## config.mk

```make
export PLATFORM = sky130hd
export DESIGN_NAME = lca_row
export DESIGN_NICKNAME = d
export VERILOG_FILES = /design/src/hw/rtl/lca_pkg.sv /design/src/hw/rtl/lca_cell.sv /design/src/hw/rtl/lca_row.sv
export SDC_FILE = /design/constraint.sdc
export NUM_CORES = 1
export LEC_CHECK = 0
export ABC_AREA = 0
export BUFFER_PORTS_ARGS = -buffer_cell sky130_fd_sc_hd__buf_4
export CAP_MARGIN = 20
export CORE_MARGIN = 4
export CORE_UTILIZATION = 46
export DETAILED_ROUTE_END_ITERATION = 10
export GPL_TIMING_DRIVEN = 0
export PLACE_DENSITY = 0.71
export SYNTH_ARGS = -nofsm -noshare
export SYNTH_HDL_FRONTEND = slang
export SYNTH_SLANG_ARGS = --single-unit
```

## constraint.sdc

```tcl
create_clock -name i_clk -period 10 [get_ports i_clk]
set_input_delay 0.5 -clock i_clk [delete_from_list [all_inputs] [get_ports i_clk]]
set_output_delay 0.5 -clock i_clk [all_outputs]
set_load 0.03 [all_outputs]
```

## src/hw/rtl/lca_pkg.sv

```systemverilog
// Shared types and codes for the torus life block.
`timescale 1ns / 1ps
package lca_pkg;

    // Vertical window of one column: the rows above, at and below the row in work.
    typedef struct packed {
        logic n;
        logic c;
        logic s;
    } t_win;

    typedef enum logic [1:0] {
        CMD_WRITE = 2'd0,
        CMD_RUN   = 2'd1,
        CMD_READ  = 2'd2,
        CMD_NOP   = 2'd3
    } t_cmd;

    localparam logic [1:0] CFG_ROWS = 2'd0;
    localparam logic [1:0] CFG_COLS = 2'd1;
    localparam logic [1:0] CFG_GENS = 2'd2;

endpackage

```

## src/hw/rtl/lca_cell.sv

```systemverilog
// One column cell: holds its three-row window and computes the B3/S23 next state.
`timescale 1ns / 1ps
module lca_cell
    import lca_pkg::*;
(
    input  logic i_clk,
    input  logic i_shift,
    input  logic i_south,
    input  logic i_active,
    input  t_win i_west,
    input  t_win i_east,
    output t_win o_win,
    output logic o_next
);

    t_win       r_win;
    logic [3:0] w_count;

    // Advance the window one row down the board.
    always_ff @(posedge i_clk) begin
        if (i_shift) begin
            r_win.n <= r_win.c;
            r_win.c <= r_win.s;
            r_win.s <= i_south;
        end
    end

    always_comb begin
        w_count = 4'(r_win.n) + 4'(r_win.s)
                + 4'(i_west.n) + 4'(i_west.c) + 4'(i_west.s)
                + 4'(i_east.n) + 4'(i_east.c) + 4'(i_east.s);
    end

    // Columns beyond the board in use hold their value.
    assign o_next = i_active ? ((w_count == 4'd3) || ((w_count == 4'd2) && r_win.c))
                             : r_win.c;
    assign o_win  = r_win;

endmodule

```

## src/hw/rtl/lca_row.sv

```systemverilog
// Chain of column cells with toroidal wrap between the first and last column in use.
`timescale 1ns / 1ps
module lca_row
    import lca_pkg::*;
#(
    parameter int MAX_COLS = 64
) (
    input  logic                         i_clk,
    input  logic                         i_shift,
    input  logic [MAX_COLS-1:0]          i_south,
    input  logic [$clog2(MAX_COLS+1)-1:0] i_ncols,
    output logic [MAX_COLS-1:0]          o_next
);

    localparam int CAW = $clog2(MAX_COLS);
    localparam int CSW = $clog2(MAX_COLS + 1);

    t_win w_win [MAX_COLS];
    t_win w_wrap_west;

    assign w_wrap_west = w_win[CAW'(i_ncols - CSW'(1))];

    for (genvar c = 0; c < MAX_COLS; c++) begin : g_cell
        localparam int EI = (c + 1) % MAX_COLS;
        t_win w_west;
        t_win w_east;

        if (c == 0) begin : g_first
            assign w_west = w_wrap_west;
        end else begin : g_rest
            assign w_west = w_win[c-1];
        end

        assign w_east = (i_ncols == CSW'(c + 1)) ? w_win[0] : w_win[EI];

        lca_cell u_cell (
            .i_clk    (i_clk),
            .i_shift  (i_shift),
            .i_south  (i_south[c]),
            .i_active (CSW'(c) < i_ncols),
            .i_west   (w_west),
            .i_east   (w_east),
            .o_win    (w_win[c]),
            .o_next   (o_next[c])
        );
    end

endmodule
```

==> results.cfg, run 1 <==
[power_and_ir_drop]
p_leak_nw = 10.9
powerDensity_nw_per_um2 = 163
totalPowerFinal_w = 0.00397
vdd_drop_max_mv = 0.143

[drt]
drt_iter0_markers = 1709
drc = 0
dr.pass1.iters = 6
vias = 16390
routed_wirelength_um = 65400
drtAntennaViolNets = 0
wire_per_inst_um = 23.4
viasPerCell = 5.87

[critical_path]
end_kind = primary output
cp_cell_sequence = buf_4 -> buf_6 -> buf_6 -> buf_4 -> inv_1 -> ha_1 -> buf_2 -> buf_2 -> mux4_2 -> mux4_2 -> o21ai_1 -> o22a_1 -> fa_1 -> inv_1 -> fa_1 -> inv_1 -> fa_1 -> a2111oi_0 -> a21oi_1 -> o22ai_1 -> o21a_1 -> buf_4 -> buf_4
cp_slowest_cell = mux4_2
cp-start-kind = input pin
cp_common_cell = buf_4
crit_arrival_ns = 6.70
critPathMaxStageDelay_ns = 0.53
crit_required_ns = 9.50
crit_type = in2out
crit_path_max_fanout = 10

[sta]
slew_headroom_pct = 20.7
drv_slew = 0
clock.fmax_mhz = 139
finalHoldViolCount = 0
fin_crit_ns = 7.20
fin_ws_ns = 2.80
period_share_pct = 72.0
finalSetupTns_ns = 0
fin_worst_skew_ns = 0.0256
rsz0062_at_grt = no
worst_pin_slew_ns = 1.19
setup_viol = 0

[global_routing]
antenna_found_initial = 3
grt_pass1_vias = 17089
overflow = 0
grt_pass1_wl_um = 100000
globalRouteTotalUtil_pct = 26.1
grt_max_degree = 109

[logic_synthesis]
synth-main-ff-cell = edfxtp_1
ys_seq_area_share_pct = 26.2
yosysWarnings = 0
synth_edf_count = 192
synth_seq_cells = 192
postSynthCellCount = 2015
synth_most_common_cell = inv_1
synth_top_area_cell = edfxtp_1
ys_top_cells_by_area = edfxtp_1 26%, fa_1 23%, ha_1 11%
synth_common_cells = 356 x inv_1, 256 x fa_1, 196 x ha_1, 192 x edfxtp_1, 146 x a21oi_1
syn_area_um2 = 22000
synth_top_area_share_pct = 26.2
avgSynthCellArea_um2 = 10.9
synth_fp_nets = 2540
synth_async_sr_flop_share_pct = 0
synth_cell_types = 50

[placement]
hpwl_um = 51400
pre_cts_slack_ns = 2.92
place.gp.congestion = 1.02
numPortBuffers = 135

[die]
fp.dieW_um = 227
core-area_um2 = 46900
dieArea_um2 = 51300
io_pins = 137
rows = 79
start_util_pct = 46.9
fp.dieH_um = 227

[final_layout]
syn2layout_area_growth_pct = 10.8
nets = 2697
drive_gt1_share_pct = 16.4
largest_reg_flops = 192
diodes = 0

[cts]
cts.sinks = 192
ctsResizeCount = 0
cts_tree = built
postCtsHoldBufs = 0
postCtsSetupBuffers = 0
clockBufferDepth = 2
cts_made_buffers = 17
root_buffer = clkbuf_16
cts.clk_slew.worst_paths_ns = 0.08
htreeDepth = 4
clock_latency_ns = 0.51

[flow_run]
cap_violations = 0

[hold_path]
min_path_type = in2reg

[outcome]
status = complete, no violations
==> final timing paths <==
path | cells past startpoint | endpoint | startpoint | slack, ns
worst max-delay path | 23 | o_next[0] | i_ncols[0] | 2.80
worst min-delay path | 1 | g_cell[15].u_cell.o_win[0] | i_south[15] | 0.15
worst max register to register | 0 | g_cell[11].u_cell.o_win[1] | g_cell[11].u_cell.o_win[0] | 9.11
worst min register to register | 0 | g_cell[63].u_cell.o_win[2] | g_cell[63].u_cell.o_win[1] | 0.54
==> per-stage QoR <==
stage               area, µm²  hold slack [ns]  util [%]  std cells
floorplan               22000            0.469         -       2015
global placement        23800            0.509      50.7       2757
detailed placement      23800            0.513      50.8       2759
CTS                     24400            0.118      52.0       2791
global route            24400            0.139      52.0       2792
finish                  24400            0.150      52.0       2792
==> cell families after synthesis <==
kind of cell | share of synthesized area (%)
mux | 13.9
flops | 26.2
fa+ha+maj | 34.5
compound gates | 7.99
xor+xnor | 0.0797
buf+inv | 9.58
simple gates | 7.76
==> power by group <==
group	internal, W	switching [W]	total [W]
clock network	0.000345	0.000354	0.000699
registers	0.000956	0.000105	0.00106
logic	0.000977	0.00123	0.00221
==> critical path: cells and delay by family <==
family / cells / cell delay, ns
adders and majority gates: 4 / 1.40
AOI/OAI and AO/OA: 6 / 1.32
buffers and inverters: 11 / 2.48
muxes: 2 / 0.95
==> layer usage <==
layer	up-vias	share of wire [%]	track usage [%]
li1	7108	-	-
met1	8359	40	34.7
met2	760	47	41.3
met3	157	9.2	6.43
met4	6	3.9	11.0
met5	-	0.063	0
==> area by class of cell <==
cell class | instances | area [µm²]
fillers | 4157 | 22500
multi-input cells | 1341 | 14100
flip-flops and latches | 192 | 5770
inverters | 356 | 1340
repair buffers | 138 | 1070
plain buffers | 126 | 769
well taps | 607 | 759
clock buffers | 17 | 425
clock inverters | 15 | 131
==> cells in the final DEF, fill, tap and decap left out, types with 58 or more instances in the layout <==
| cell type | n |
|---|---|
| mux2i_1 | 125 |
| nand2_1 | 108 |
| nor2_1 | 122 |
| ha_1 | 196 |
| mux4_2 | 58 |
| edfxtp_1 | 192 |
| a21oi_1 | 146 |
| buf_4 | 200 |
| fa_1 | 256 |
| inv_1 | 356 |
Power figures use the tool's default switching activity.
==> inputs of run 2 (changes only) <==
PLACE_DENSITY = 0.74   (was 0.71)
clock period = 6.55 ns   (was 10 ns; I/O delays follow)
==> run 2 against run 1 <==
Utilization up 1.4 points. Sequential share of layout area down 0.61 points. Critical path depth down 1. Flip-flop and latch count unchanged. Largest cell class unchanged. Global-route usage up 0.40 points. Cell count up 2.2%. Highest routed layer unchanged.
==> results.cfg, run 2 (synthesis results as in run 1) <==
[die]
dieArea_um2 = 51300
rows = 79
io_pins = 137
start_util_pct = 46.9
core-area_um2 = 46900
fp.dieW_um = 227
fp.dieH_um = 227

[sta]
rsz0062_at_grt = no
finalHoldViolCount = 0
finalSetupTns_ns = 0
setup_viol = 0
fin_worst_skew_ns = 0.0150
worst_pin_slew_ns = 1.21
fin_ws_ns = 0.320
whs_ns = 0.283
fin_crit_ns = 6.23
drv_slew = 0
clock.fmax_mhz = 161
slew_headroom_pct = 19.3
period_share_pct = 95.1

[critical_path]
reg2reg_from = g_cell[11].u_cell.o_win[0]
r2r-end = g_cell[11].u_cell.o_win[1]
rrSetupSlack_ns = 5.64
end_kind = primary output
crit_type = in2out
crit_path_max_fanout = 19
cp-start-kind = input pin
endpoint = o_next[0]
crit_arrival_ns = 5.90
ff2ff_path_depth = 0
crit_required_ns = 6.22
cp-startpoint = i_ncols[0]

[global_routing]
globalRouteTotalUtil_pct = 26.5
grt_max_degree = 118
overflow = 0
antenna_found_initial = 3
grt_pass1_vias = 17712
grt_pass1_wl_um = 102000

[drt]
viasPerCell = 5.86
vias = 16728
dr.pass1.iters = 6
drtAntennaViolNets = 0
routed_wirelength_um = 66000
drt_iter0_markers = 1565
drc = 0
wire_per_inst_um = 23.2

[placement]
pre_cts_slack_ns = -0.232
hpwl_um = 51700
dpl-instance-area_um2 = 23800
numPortBuffers = 135
place.gp.congestion = 0.994

[final_layout]
finalInstanceArea_um2 = 25000
final_cell_mix = 356 x inv_1, 256 x fa_1, 200 x buf_4
drive_gt1_share_pct = 15.9
final_common_cell = inv_1
diodes = 0
syn2layout_area_growth_pct = 13.8
nets = 2758
largest_reg_flops = 192

[hold_path]
worstHoldStart = i_shift
min_path_type = in2reg

[flow_run]
cap_violations = 0

[cts]
root_buffer = clkbuf_16
cts.sinks = 192
clock_latency_ns = 0.53
cts_tree = built
cts.clk_slew.worst_paths_ns = 0.09
cts_made_buffers = 17
clockBufferDepth = 2
htreeDepth = 4

[power_and_ir_drop]
powerDensity_nw_per_um2 = 245
totalPowerFinal_w = 0.00612
vdd_drop_max_mv = 0.200
p_leak_nw = 11.1

[outcome]
status = complete, no violations
[run 2: where the power goes]
group          switching [W]  internal [W]  leakage (nW)
clock network       0.000590      0.000504         0.276
logic                0.00188       0.00152          8.96
registers           0.000161       0.00146          1.88
[run 2: layout make-up]
type / count / area (µm²)
fillers: 4078 / 21800
multi-input cells: 1341 / 14100
flip-flops and latches: 192 / 5770
repair buffers: 201 / 1690
inverters: 356 / 1340
plain buffers: 124 / 772
well taps: 607 / 759
clock buffers: 17 / 425
clock inverters: 15 / 143
[run 2: what timing repair did]
| item | in CTS | in global routing |
|---|---|---|
| setup endpoints to repair | 1 | 1 |
| resized for setup | 3 | 2 |
| hold buffers | 64 | 0 |
| buffers inserted | 0 | 0 |
| pin swaps | 0 | 0 |
| endpoints found under the hold margin | 64 | 0 |
[run 2: how the worst min path moves through the flow]
stage / end / slack [ns] / cells past startpoint
finish: g_cell[37].u_cell.o_win[0] / 0.28 / 1
global route: g_cell[37].u_cell.o_win[0] / 0.31 / 1
CTS: g_cell[36].u_cell.o_win[1] / 0.28 / 1
detailed placement: g_cell[63].u_cell.o_win[2] / 0.50 / 0
global placement: g_cell[28].u_cell.o_win[0] / 0.51 / 1
floorplan: g_cell[0].u_cell.o_win[0] / 0.43 / 0
[run 2: routing by layer]
metal	vias up	track usage, %	part of all wire [%]
li1	7234	-	-
met1	8456	34.5	39
met2	834	42.1	47
met3	198	6.76	9.9
met4	6	12.1	4.5
met5	-	0	0.059
[run 2: stage by stage]
| stage | std cells | utilization [%] |
|---|---|---|
| detailed placement | 2759 | 50.8 |
| global route | 2853 | 53.4 |
| CTS | 2854 | 53.4 |
| global placement | 2757 | 50.7 |
| floorplan | 2015 | - |
| finish | 2853 | 53.4 |
[run 2: critical path: stages]
cell	delay, ns
buf_4	0.12
buf_6	0.21
clkbuf_8	0.35
inv_1	0.21
ha_1	0.44
buf_6	0.27
buf_4	0.30
mux4_2	0.38
mux4_2	0.54
o21ai_1	0.29
o22a_1	0.20
fa_1	0.41
inv_1	0.09
fa_1	0.21
inv_1	0.06
fa_1	0.39
a2111oi_0	0.38
a21oi_1	0.08
o22ai_1	0.15
o21a_1	0.21
buf_4	0.13
buf_4	0.14
==> inputs of run 3 (changes only) <==
==> constraint.sdc (replaced) <==
create_clock -name i_clk -period 6.55 [get_ports i_clk]
set_input_delay 0.9825 -clock i_clk [delete_from_list [all_inputs] [get_ports i_clk]]
set_output_delay 0.9825 -clock i_clk [all_outputs]
set_load 0.03 [all_outputs]
==> run 3 against run 2 <==
Utilization fell by 0.82 points. Register-to-register slack about the same. Critical path depth grew 1. Clock-buffer cell count is the same. Clock power barely moved. Sequential share of layout area up 0.36 points. Combinational power is essentially flat. Critical endpoint unchanged. Clock skew is 0.0015 ns lower. Routed wire length increased by 0.32%. Non-clock buffer count shrank 57.
==> results.cfg, run 3 (synthesis results as in run 1) <==
[outcome]
status = complete, no violations

[global_routing]
overflow = 0
grt_pass1_vias = 17491
antenna_found_initial = 3
grt_pass1_wl_um = 102000
grt_max_degree = 118
globalRouteTotalUtil_pct = 26.5

[critical_path]
cp-start-kind = input pin
cp_cell_sequence = buf_4 -> buf_12 -> buf_12 -> buf_16 -> clkinvlp_4 -> ha_4 -> buf_12 -> buf_12 -> mux4_2 -> mux4_2 -> mux2i_2 -> o22a_1 -> fa_1 -> inv_2 -> fa_2 -> inv_1 -> fa_2 -> a2111oi_4 -> a21oi_1 -> o22ai_1 -> o21a_1 -> buf_4 -> buf_4
cp_common_cell = buf_12
crit_arrival_ns = 5.50
crit_required_ns = 5.57
reg2reg_from = g_cell[11].u_cell.o_win[0]
cp_slowest_cell = mux4_2
critPathMaxStageDelay_ns = 0.49
cp-startpoint = i_ncols[0]
crit_buf_inv = 11
end_kind = primary output
crit_type = in2out
crit_path_max_fanout = 10
critPathTopFamily = adder cells

[cts]
cts_made_buffers = 17
cts.clk_slew.worst_paths_ns = 0.08
cts_tree = built
root_buffer = clkbuf_16
htreeDepth = 4
clockBufferDepth = 2
cts.sinks = 192
clock_latency_ns = 0.53

[sta]
setup_viol = 0
rsz0062_at_grt = yes
fin_worst_skew_ns = 0.0135
finalSetupTns_ns = 0
clock.fmax_mhz = 154
period_share_pct = 99.0
drv_slew = 0
whs_ns = 0.527
fin_crit_ns = 6.49
finalHoldViolCount = 0
worst_pin_slew_ns = 1.19
slew_headroom_pct = 20.4

[drt]
routed_wirelength_um = 66300
drt_iter0_markers = 1573
drtAntennaViolNets = 0
wire_per_inst_um = 23.7
viasPerCell = 5.93
vias = 16585
dr.pass1.iters = 6
drc = 0

[die]
fp.dieW_um = 227
core-area_um2 = 46900
fp.dieH_um = 227
start_util_pct = 46.9
io_pins = 137
dieArea_um2 = 51300
rows = 79

[final_layout]
syn2layout_area_growth_pct = 12.0
final_common_cell = inv_1
final_cell_mix = 353 x inv_1, 254 x fa_1, 206 x buf_4
drive_gt1_share_pct = 17.8
fillers = 4101
diodes = 0
largest_reg_flops = 192
nets = 2701

[placement]
hpwl_um = 51700
place.gp.congestion = 0.994
numPortBuffers = 135

[hold_path]
min_path_type = reg2reg
worstHoldStart = g_cell[63].u_cell.o_win[1]

[power_and_ir_drop]
totalPowerFinal_w = 0.00614
p_leak_nw = 10.9
vdd_drop_max_mv = 0.199
powerDensity_nw_per_um2 = 249

[flow_run]
cap_violations = 0
-- run 3: cell count changes in the layout (fill, tap and decap cells not counted), moves of 3 or more --
| cell | previous run | this run |
|---|---|---|
| buf_12 | 0 | 5 |
| buf_4 | 200 | 206 |
| clkbuf_1 | 41 | 38 |
| dlygate4sd3_1 | 64 | 0 |
| ha_1 | 196 | 193 |
| inv_1 | 356 | 353 |
| nor2_1 | 122 | 116 |
| nor2_2 | 0 | 5 |
-- run 3: layout make-up --
class	count	area, µm²	share of cell area, %
multi-input combinational	1341	14200	57.7
sequential	192	5770	23.4
inverter	356	1340	5.46
timing repair buffer	144	1110	4.49
buffer	124	867	3.52
tap	607	759	3.08
clock buffer	17	425	1.73
clock inverter	15	143	0.579
-- run 3: final timing paths --
kind / to / slack, ns / cells past startpoint
worst max-delay path: o_next[0] / 0.06 / 23
worst min-delay path: g_cell[63].u_cell.o_win[2] / 0.53 / 0
worst max register to register: g_cell[11].u_cell.o_win[1] / 5.65 / 0
worst min register to register: g_cell[63].u_cell.o_win[2] / 0.53 / 0
-- run 3: metrics by stage --
step	setup WS (ns)	area, µm²	cells	utilization, %
floorplan	0.173	22000	2015	-
global placement	-1.42	23800	2757	50.7
detailed placement	-1.54	23800	2759	50.8
CTS	-0.130	24600	2795	52.4
global route	-0.0531	24600	2796	52.6
finish	0.0650	24600	2796	52.6
-- run 3: layer usage --
layer	up-vias	wire length [µm]	GRT usage, %
met3	194	7010	6.81
met4	6	2950	12.1
met2	857	30800	41.8
met5	-	43	0
met1	8410	25400	34.8
li1	7118	-	-
-- run 3: timing repair --
| item | CTS | global route |
|---|---|---|
| pin swaps | 3 | 4 |
| setup buffers | 6 | 1 |
| gates resized for setup | 38 | 19 |
| endpoints found under the setup margin | 20 | 18 |
| hold buffers | 0 | 0 |
-- run 3: power breakdown --
group	switching (W)	internal (W)
registers	0.000161	0.00146
clock network	0.000590	0.000504
logic	0.00190	0.00152
total	0.00265	0.00348
